`src/design/hsv2rgb_pkg.sv`:
```
package hsv2rgb_pkg;

	localparam int unsigned SECTOR_STEPS = 1530;
	localparam int unsigned SCALE_IN = 254;
	localparam int unsigned SCALE_OUT = 255;
	localparam int unsigned HALF_IN = 127;

	localparam int unsigned SECT_W = 11;
	localparam int unsigned PROD_W = 16;

	typedef enum logic [2:0] {
		RGN_RY,
		RGN_YG,
		RGN_GC,
		RGN_CB,
		RGN_BM,
		RGN_MR
	} region_t;

	typedef struct packed {
		logic [SECT_W-1:0] sector;
		logic [7:0] sat;
		logic [7:0] val;
	} front_t;

	// 0..254 -> 0..255 with rounding: x + (x >= 127), saturating at 255
	function automatic logic [7:0] widen(input logic [7:0] x);
		logic [8:0] sum;
		begin
			sum = {1'b0, x} + ((x >= 8'(HALF_IN)) ? 9'd1 : 9'd0);
			widen = sum[8] ? 8'(SCALE_OUT) : sum[7:0];
		end
	endfunction

	// floor(y / 255) for y < 65280
	function automatic logic [7:0] div255(input logic [PROD_W-1:0] y);
		logic [PROD_W:0] sum;
		begin
			sum = {1'b0, y} + {9'b0, y[PROD_W-1:8]} + 17'd1;
			div255 = sum[PROD_W-1:8];
		end
	endfunction

endpackage

```
`src/design/hsv2rgb_front.sv`:
```
module hsv2rgb_front (
	input  logic [7:0]            boost,
	input  logic [7:0]            hue,
	input  logic [7:0]            saturation,
	input  logic [7:0]            level,
	input  logic                  full_brightness,
	output hsv2rgb_pkg::front_t   res
);
	import hsv2rgb_pkg::*;

	logic [8:0] sat_sum;
	logic [7:0] bsat;
	logic [SECT_W-1:0] h6;
	logic [2:0] carry;
	logic [SECT_W-1:0] sector;

	assign sat_sum = {1'b0, saturation} + {1'b0, boost};
	assign bsat = (sat_sum > 9'(SCALE_IN)) ? 8'(SCALE_IN) : sat_sum[7:0];
	assign h6 = SECT_W'(hue) * SECT_W'(6);

	// (6h + 127) / 254, at most 6
	always_comb begin
		carry = '0;
		for (int j = 1; j <= 6; j++) begin
			if (h6 >= SECT_W'(SCALE_IN * j - HALF_IN))
				carry = carry + 3'd1;
		end
	end

	assign sector = h6 + SECT_W'(carry);

	assign res.sector = (sector >= SECT_W'(SECTOR_STEPS)) ? '0 : sector;
	assign res.sat = widen(bsat);
	assign res.val = full_brightness ? 8'(SCALE_OUT) : widen(level);

endmodule

```
`src/design/hsv_to_rgb_light_color_core.sv`:
```
// HSV to 8-bit RGB converter. Each input beat (hue, saturation, level,
// full_brightness) yields one red/green/blue beat, registered through the
// six pipeline stages (input conditioning, sector split, two rounds of 8x8
// multiply followed by a rounded divide by 255, channel select). One beat is
// taken per clock while in_stall is low. Each stage holds while its successor
// is full and stalled, so bubbles are squeezed out and in_stall rises only
// when every stage holds a beat. The boost register is written through
// cfg_write/cfg_data and should change only while idle.
module hsv_to_rgb_light_color_core (
	input  logic       clk,
	input  logic       arst_n,
	input  logic       cfg_write,
	input  logic [7:0] cfg_data,
	input  logic       in_valid,
	output logic       in_stall,
	input  logic [7:0] hue,
	input  logic [7:0] saturation,
	input  logic [7:0] level,
	input  logic       full_brightness,
	output logic       out_valid,
	input  logic       out_stall,
	output logic [7:0] red,
	output logic [7:0] green,
	output logic [7:0] blue
);
	import hsv2rgb_pkg::*;

	logic [7:0] boost_q;

	logic vld_s1, vld_s2, vld_s3, vld_s4, vld_s5, vld_s6;
	logic adv1, adv2, adv3, adv4, adv5, adv6;

	front_t front;
	front_t front_s1;

	region_t region_s2;
	logic [7:0] rem_s2, sat_s2, val_s2;
	region_t region_nx;
	logic [SECT_W-1:0] base_nx;

	region_t region_s3;
	logic [7:0] val_s3;
	logic [PROD_W-1:0] prod_p_s3, prod_q_s3, prod_t_s3;

	region_t region_s4;
	logic [7:0] val_s4, p_s4, kq_s4, kt_s4;

	region_t region_s5;
	logic [7:0] val_s5, p_s5;
	logic [PROD_W-1:0] prod_q_s5, prod_t_s5;

	logic [7:0] q_nx, t_nx;
	logic [7:0] red_s6, green_s6, blue_s6;

	always_ff @(posedge clk or negedge arst_n) begin
		if (!arst_n)
			boost_q <= '0;
		else if (cfg_write)
			boost_q <= cfg_data;
	end

	assign adv6 = !vld_s6 || !out_stall;
	assign adv5 = !vld_s5 || adv6;
	assign adv4 = !vld_s4 || adv5;
	assign adv3 = !vld_s3 || adv4;
	assign adv2 = !vld_s2 || adv3;
	assign adv1 = !vld_s1 || adv2;
	assign in_stall = !adv1;

	always_ff @(posedge clk or negedge arst_n) begin
		if (!arst_n) begin
			vld_s1 <= 1'b0;
			vld_s2 <= 1'b0;
			vld_s3 <= 1'b0;
			vld_s4 <= 1'b0;
			vld_s5 <= 1'b0;
			vld_s6 <= 1'b0;
		end else begin
			if (adv1) vld_s1 <= in_valid;
			if (adv2) vld_s2 <= vld_s1;
			if (adv3) vld_s3 <= vld_s2;
			if (adv4) vld_s4 <= vld_s3;
			if (adv5) vld_s5 <= vld_s4;
			if (adv6) vld_s6 <= vld_s5;
		end
	end

	hsv2rgb_front u_front (
		.boost           (boost_q),
		.hue             (hue),
		.saturation      (saturation),
		.level           (level),
		.full_brightness (full_brightness),
		.res             (front)
	);

	always_ff @(posedge clk) begin
		if (adv1)
			front_s1 <= front;
	end

	// region = sector / 255
	always_comb begin
		priority if (front_s1.sector >= SECT_W'(SCALE_OUT * 5)) begin
			region_nx = RGN_MR;
			base_nx = SECT_W'(SCALE_OUT * 5);
		end else if (front_s1.sector >= SECT_W'(SCALE_OUT * 4)) begin
			region_nx = RGN_BM;
			base_nx = SECT_W'(SCALE_OUT * 4);
		end else if (front_s1.sector >= SECT_W'(SCALE_OUT * 3)) begin
			region_nx = RGN_CB;
			base_nx = SECT_W'(SCALE_OUT * 3);
		end else if (front_s1.sector >= SECT_W'(SCALE_OUT * 2)) begin
			region_nx = RGN_GC;
			base_nx = SECT_W'(SCALE_OUT * 2);
		end else if (front_s1.sector >= SECT_W'(SCALE_OUT)) begin
			region_nx = RGN_YG;
			base_nx = SECT_W'(SCALE_OUT);
		end else begin
			region_nx = RGN_RY;
			base_nx = '0;
		end
	end

	always_ff @(posedge clk) begin
		if (adv2) begin
			region_s2 <= region_nx;
			rem_s2 <= 8'(front_s1.sector - base_nx);
			sat_s2 <= front_s1.sat;
			val_s2 <= front_s1.val;
		end
	end

	always_ff @(posedge clk) begin
		if (adv3) begin
			region_s3 <= region_s2;
			val_s3 <= val_s2;
			prod_p_s3 <= PROD_W'(val_s2) * PROD_W'(8'(SCALE_OUT) - sat_s2)
				+ PROD_W'(HALF_IN);
			prod_q_s3 <= PROD_W'(sat_s2) * PROD_W'(rem_s2) + PROD_W'(HALF_IN);
			prod_t_s3 <= PROD_W'(sat_s2) * PROD_W'(8'(SCALE_OUT) - rem_s2)
				+ PROD_W'(HALF_IN);
		end
	end

	always_ff @(posedge clk) begin
		if (adv4) begin
			region_s4 <= region_s3;
			val_s4 <= val_s3;
			p_s4 <= div255(prod_p_s3);
			kq_s4 <= div255(prod_q_s3);
			kt_s4 <= div255(prod_t_s3);
		end
	end

	always_ff @(posedge clk) begin
		if (adv5) begin
			region_s5 <= region_s4;
			val_s5 <= val_s4;
			p_s5 <= p_s4;
			prod_q_s5 <= PROD_W'(val_s4) * PROD_W'(8'(SCALE_OUT) - kq_s4)
				+ PROD_W'(HALF_IN);
			prod_t_s5 <= PROD_W'(val_s4) * PROD_W'(8'(SCALE_OUT) - kt_s4)
				+ PROD_W'(HALF_IN);
		end
	end

	assign q_nx = div255(prod_q_s5);
	assign t_nx = div255(prod_t_s5);

	always_ff @(posedge clk) begin
		if (adv6) begin
			unique case (region_s5)
				RGN_RY: begin
					red_s6 <= val_s5; green_s6 <= t_nx; blue_s6 <= p_s5;
				end
				RGN_YG: begin
					red_s6 <= q_nx; green_s6 <= val_s5; blue_s6 <= p_s5;
				end
				RGN_GC: begin
					red_s6 <= p_s5; green_s6 <= val_s5; blue_s6 <= t_nx;
				end
				RGN_CB: begin
					red_s6 <= p_s5; green_s6 <= q_nx; blue_s6 <= val_s5;
				end
				RGN_BM: begin
					red_s6 <= t_nx; green_s6 <= p_s5; blue_s6 <= val_s5;
				end
				default: begin
					red_s6 <= val_s5; green_s6 <= p_s5; blue_s6 <= q_nx;
				end
			endcase
		end
	end

	assign out_valid = vld_s6;
	assign red = red_s6;
	assign green = green_s6;
	assign blue = blue_s6;

endmodule

```
`config.mk`:
```
export PLATFORM = sky130hd
export DESIGN_NAME = hsv_to_rgb_light_color_core
export DESIGN_NICKNAME = d
export VERILOG_FILES = /design/src/design/hsv2rgb_pkg.sv /design/src/design/hsv2rgb_front.sv /design/src/design/hsv_to_rgb_light_color_core.sv
export SDC_FILE = /design/constraint.sdc
export NUM_CORES = 1
export LEC_CHECK = 0
export ABC_AREA = 1
export BUFFER_PORTS_ARGS = -buffer_cell sky130_fd_sc_hd__buf_2
export CORE_MARGIN = 8
export CORE_UTILIZATION = 59
export CTS_BUF_LIST = sky130_fd_sc_hd__clkbuf_16
export CTS_CLUSTER_DIAMETER = 120
export CTS_CLUSTER_SIZE = 40
export DETAILED_ROUTE_END_ITERATION = 6
export PLACE_DENSITY = 0.79
export SYNTH_ARGS = -nofsm -noshare
export SYNTH_HDL_FRONTEND = slang
export SYNTH_HIERARCHICAL = 1
export SYNTH_SLANG_ARGS = --single-unit
```
`constraint.sdc`:
```
create_clock -name clk -period 5.25 [get_ports clk]
set_input_delay 0.525 -clock clk [delete_from_list [all_inputs] [get_ports clk]]
set_output_delay 0.525 -clock clk [all_outputs]
set_load 0.01 [all_outputs]
```
==> results.json <==
{
  "status": "complete, but fails checks",
  "violations": "design-rule violations, negative setup slack",
  "relSlewSlack": 0.325,
  "drcViolationCount": 1,
  "fin_skew_ps": 48.8,
  "cts_tree": "done",
  "worst_slack_ps": -106,
  "cp_slowest_cell": "fa_2",
  "ios": 64,
  "worst_pin_slew_ps": 1010,
  "maxCapViolCount": 0,
  "wl_met1_mm": 22.5,
  "crit_path_end_kind": "flip-flop",
  "place_congestion": 0.928,
  "syn-num-nets": 3424,
  "antenna_found_initial": 0,
  "synth_cell_types": 57,
  "cts_buffers": 13,
  "rows": 74,
  "syn-mean-instance-area_um2": 8.53,
  "cp.required_ps": 5550,
  "dieArea_um2": 48500,
  "grt_pass1_wl_mm": 93.4,
  "fin_crit_sh": 1.02,
  "initial_core_util": 0.599,
  "min_path_type": "in2reg",
  "area_delta_synth_final_pct": 9.93,
  "timing.fmax_mhz": 187,
  "grt_max_degree": 62,
  "cts_root_buffer": "clkbuf_16",
  "setup_tns_ps": -527,
  "highest_layer": "met4",
  "cp_max_fo": 5,
  "wl_met2_mm": 28.6,
  "syn-instance-count": 2882,
  "routedWlPerCell_um": 15.6,
  "setup_viol": 11,
  "detail-route-antenna-nets": 0,
  "grt_pass1_vias": 20097,
  "worstPathArrival_ps": 5650,
  "fin_crit_ps": 5360,
  "start_kind": "input pin",
  "ctsHtreeMaxLevel": 1,
  "ys_seq_area_frac": 0.287,
  "vias": 19496,
  "fin_util": 0.659,
  "synth_area_um2": 24600,
  "core_area_um2": 41000,
  "critPathMaxStageDelay_ps": 400,
  "slew_violations": 0,
  "critPathKind": "in2reg",
  "port-buffer-count": 63,
  "ctsLongestPathBuffers": 3,
  "drtPass1Iterations": 7,
  "wl_met3_mm": 2.82,
  "drtIter0Drc": 1312,
  "cts_sinks": 237,
  "die_w_um": 220,
  "clk_pin_slew_ps": 140,
  "vias_per_cell": 5.46,
  "ys_seq_elements": 237,
  "final_layout_size_suffix_gt1_frac": 0.108,
  "holdWs_ps": 200,
  "grtUsageTotal": 0.232,
  "diodes": 0,
  "fp.dieH_um": 220,
  "rsz0062_at_grt": "true",
  "gr-total-overflow": 0,
  "hpwlAfterDp_mm": 44.4,
  "hold_violations": 0,
  "worstSkewPairLatency_ps": 530,
  "synth_warnings": 6,
  "nets": 3572,
  "finalWirelength_mm": 55.7
}
-- cell families after synthesis --
family	synth area share
simple gates	0.208
mux	0.00366
buf+inv	0.0964
flops	0.287
fa+ha+maj	0.319
compound gates	0.0516
xor+xnor	0.0340
-- repair_timing --
item | 4_1_cts | 5_1_grt
setup endpoints to repair | 11 | 17
setup buffers | 9 | 13
cloned | 1 | 0
gates resized for setup | 27 | 29
hold endpoints to repair | 14 | 0
hold buffers | 1 | 0
pin swaps | 24 | 38
-- cell usage after synthesis (all sizes together) --
library cell | number | area, µm²
o21ai | 58 | 298
inv | 583 | 2190
dfrtp | 14 | 350
o211ai | 2 | 15.0
and3 | 3 | 18.8
fa | 206 | 4120
a41oi | 1 | 8.76
nand3b | 10 | 75.1
a21oi | 119 | 626
and2 | 5 | 31.3
o311ai | 1 | 8.76
o21a | 1 | 7.51
nand2 | 600 | 2330
o21bai | 5 | 37.5
a22oi | 1 | 7.51
o31ai | 2 | 15.0
nor2 | 320 | 1250
nor3 | 23 | 126
clkinv | 4 | 15.0
nand4 | 47 | 294
or2 | 10 | 62.6
buf | 5 | 33.8
o41ai | 3 | 33.8
xor2 | 65 | 584
a21boi | 9 | 71.3
a211o | 1 | 8.76
mux2 | 8 | 90.1
clkbuf | 35 | 131
a211oi | 2 | 15.0
xnor2 | 28 | 253
edfxtp | 223 | 6700
a31oi | 3 | 18.8
ha | 298 | 3730
nor3b | 1 | 7.51
a21o | 13 | 97.6
nand3 | 173 | 916
-- cells in the final DEF, fill, tap and decap left out, types with 6 or more instances in the layout --
cell / count
a21oi_1: 111
nor3_1: 22
nor2_2: 12
nand4_1: 47
a21oi_2: 7
ha_1: 293
clkbuf_16: 13
mux2_2: 8
nor2_1: 302
inv_1: 560
dfrtp_1: 14
nand2_2: 30
inv_2: 19
buf_4: 107
xor2_1: 60
nand3b_1: 10
nor2_4: 6
edfxtp_1: 223
o21ai_1: 9
o21ai_0: 44
a21o_1: 13
nand2_4: 7
buf_2: 61
xnor2_1: 26
nand3_1: 164
fa_1: 204
nand2_1: 564
nand3_2: 6
-- layout make-up --
type                    instances  area (µm²)
clock buffers                  13         325
clock inverters                 8         181
fillers                      3270       14000
inverters                     587        2220
multi-input cells            2019       15400
flip-flops and latches        237        7050
well taps                     532         666
repair buffers                172        1160
-- stage by stage --
| step | worst slack, ps | cells | instance area, µm² |
|---|---|---|---|
| 6_report | -106 | 3568 | 27000 |
| 2_1_floorplan | -437 | 2882 | 24600 |
| 3_3_place_gp | -629 | 3523 | 26100 |
| 4_1_cts | -58.7 | 3555 | 26800 |
| 3_5_place_dp | -740 | 3523 | 26100 |
| 5_1_grt | -314 | 3568 | 27000 |
-- critical path, delay by kind of cell --
family,cells,cell delay [ps]
adders and majority gates,8,2160
xor gates and xnor gates,1,170
AOI/OAI and AO/OA,3,540
buffers and inverters,6,310
and+or+nand+nor,19,1930
-- path summary, 6_finish.rpt --
check                              from  slack [ps]  depth (start not counted)             to
min in group asynchronous        arst_n         470                          2      out_valid
min                            in_valid         200                          2         vld_s1
max in group asynchronous        arst_n        4430                          2     boost_q[2]
min reg2reg                front_s1[13]         430                          0      sat_s2[5]
max reg2reg                   sat_s2[2]         260                         18  prod_p_s3[11]
max                              hue[0]        -110                         37   front_s1[16]
-- registers in the layout (all words and copies together) (netlist names), 8 cells and up --
name and flops:
blue 8, boost_q 8, front_s1 27, green 8, kq_s4 8, kt_s4 8
p_s4 8, p_s5 8, prod_p_s3 16, prod_q_s3 16, prod_q_s5 16, prod_t_s3 16
prod_t_s5 16, red 8, rem_s2 8, sat_s2 8, val_s2 8, val_s3 8
val_s4 8, val_s5 8
-- metal layers --
metal / track usage / vias to the layer above
met2: 0.436 / 610
li1: - / 9443
met4: 0.0752 / 0
met3: 0.0250 / 137
met1: 0.273 / 9306
met5: 0 / -
Power is left out: the tool's default activity adds up to more than one toggle a clock period on the data nets, which glitch-free logic cannot reach.
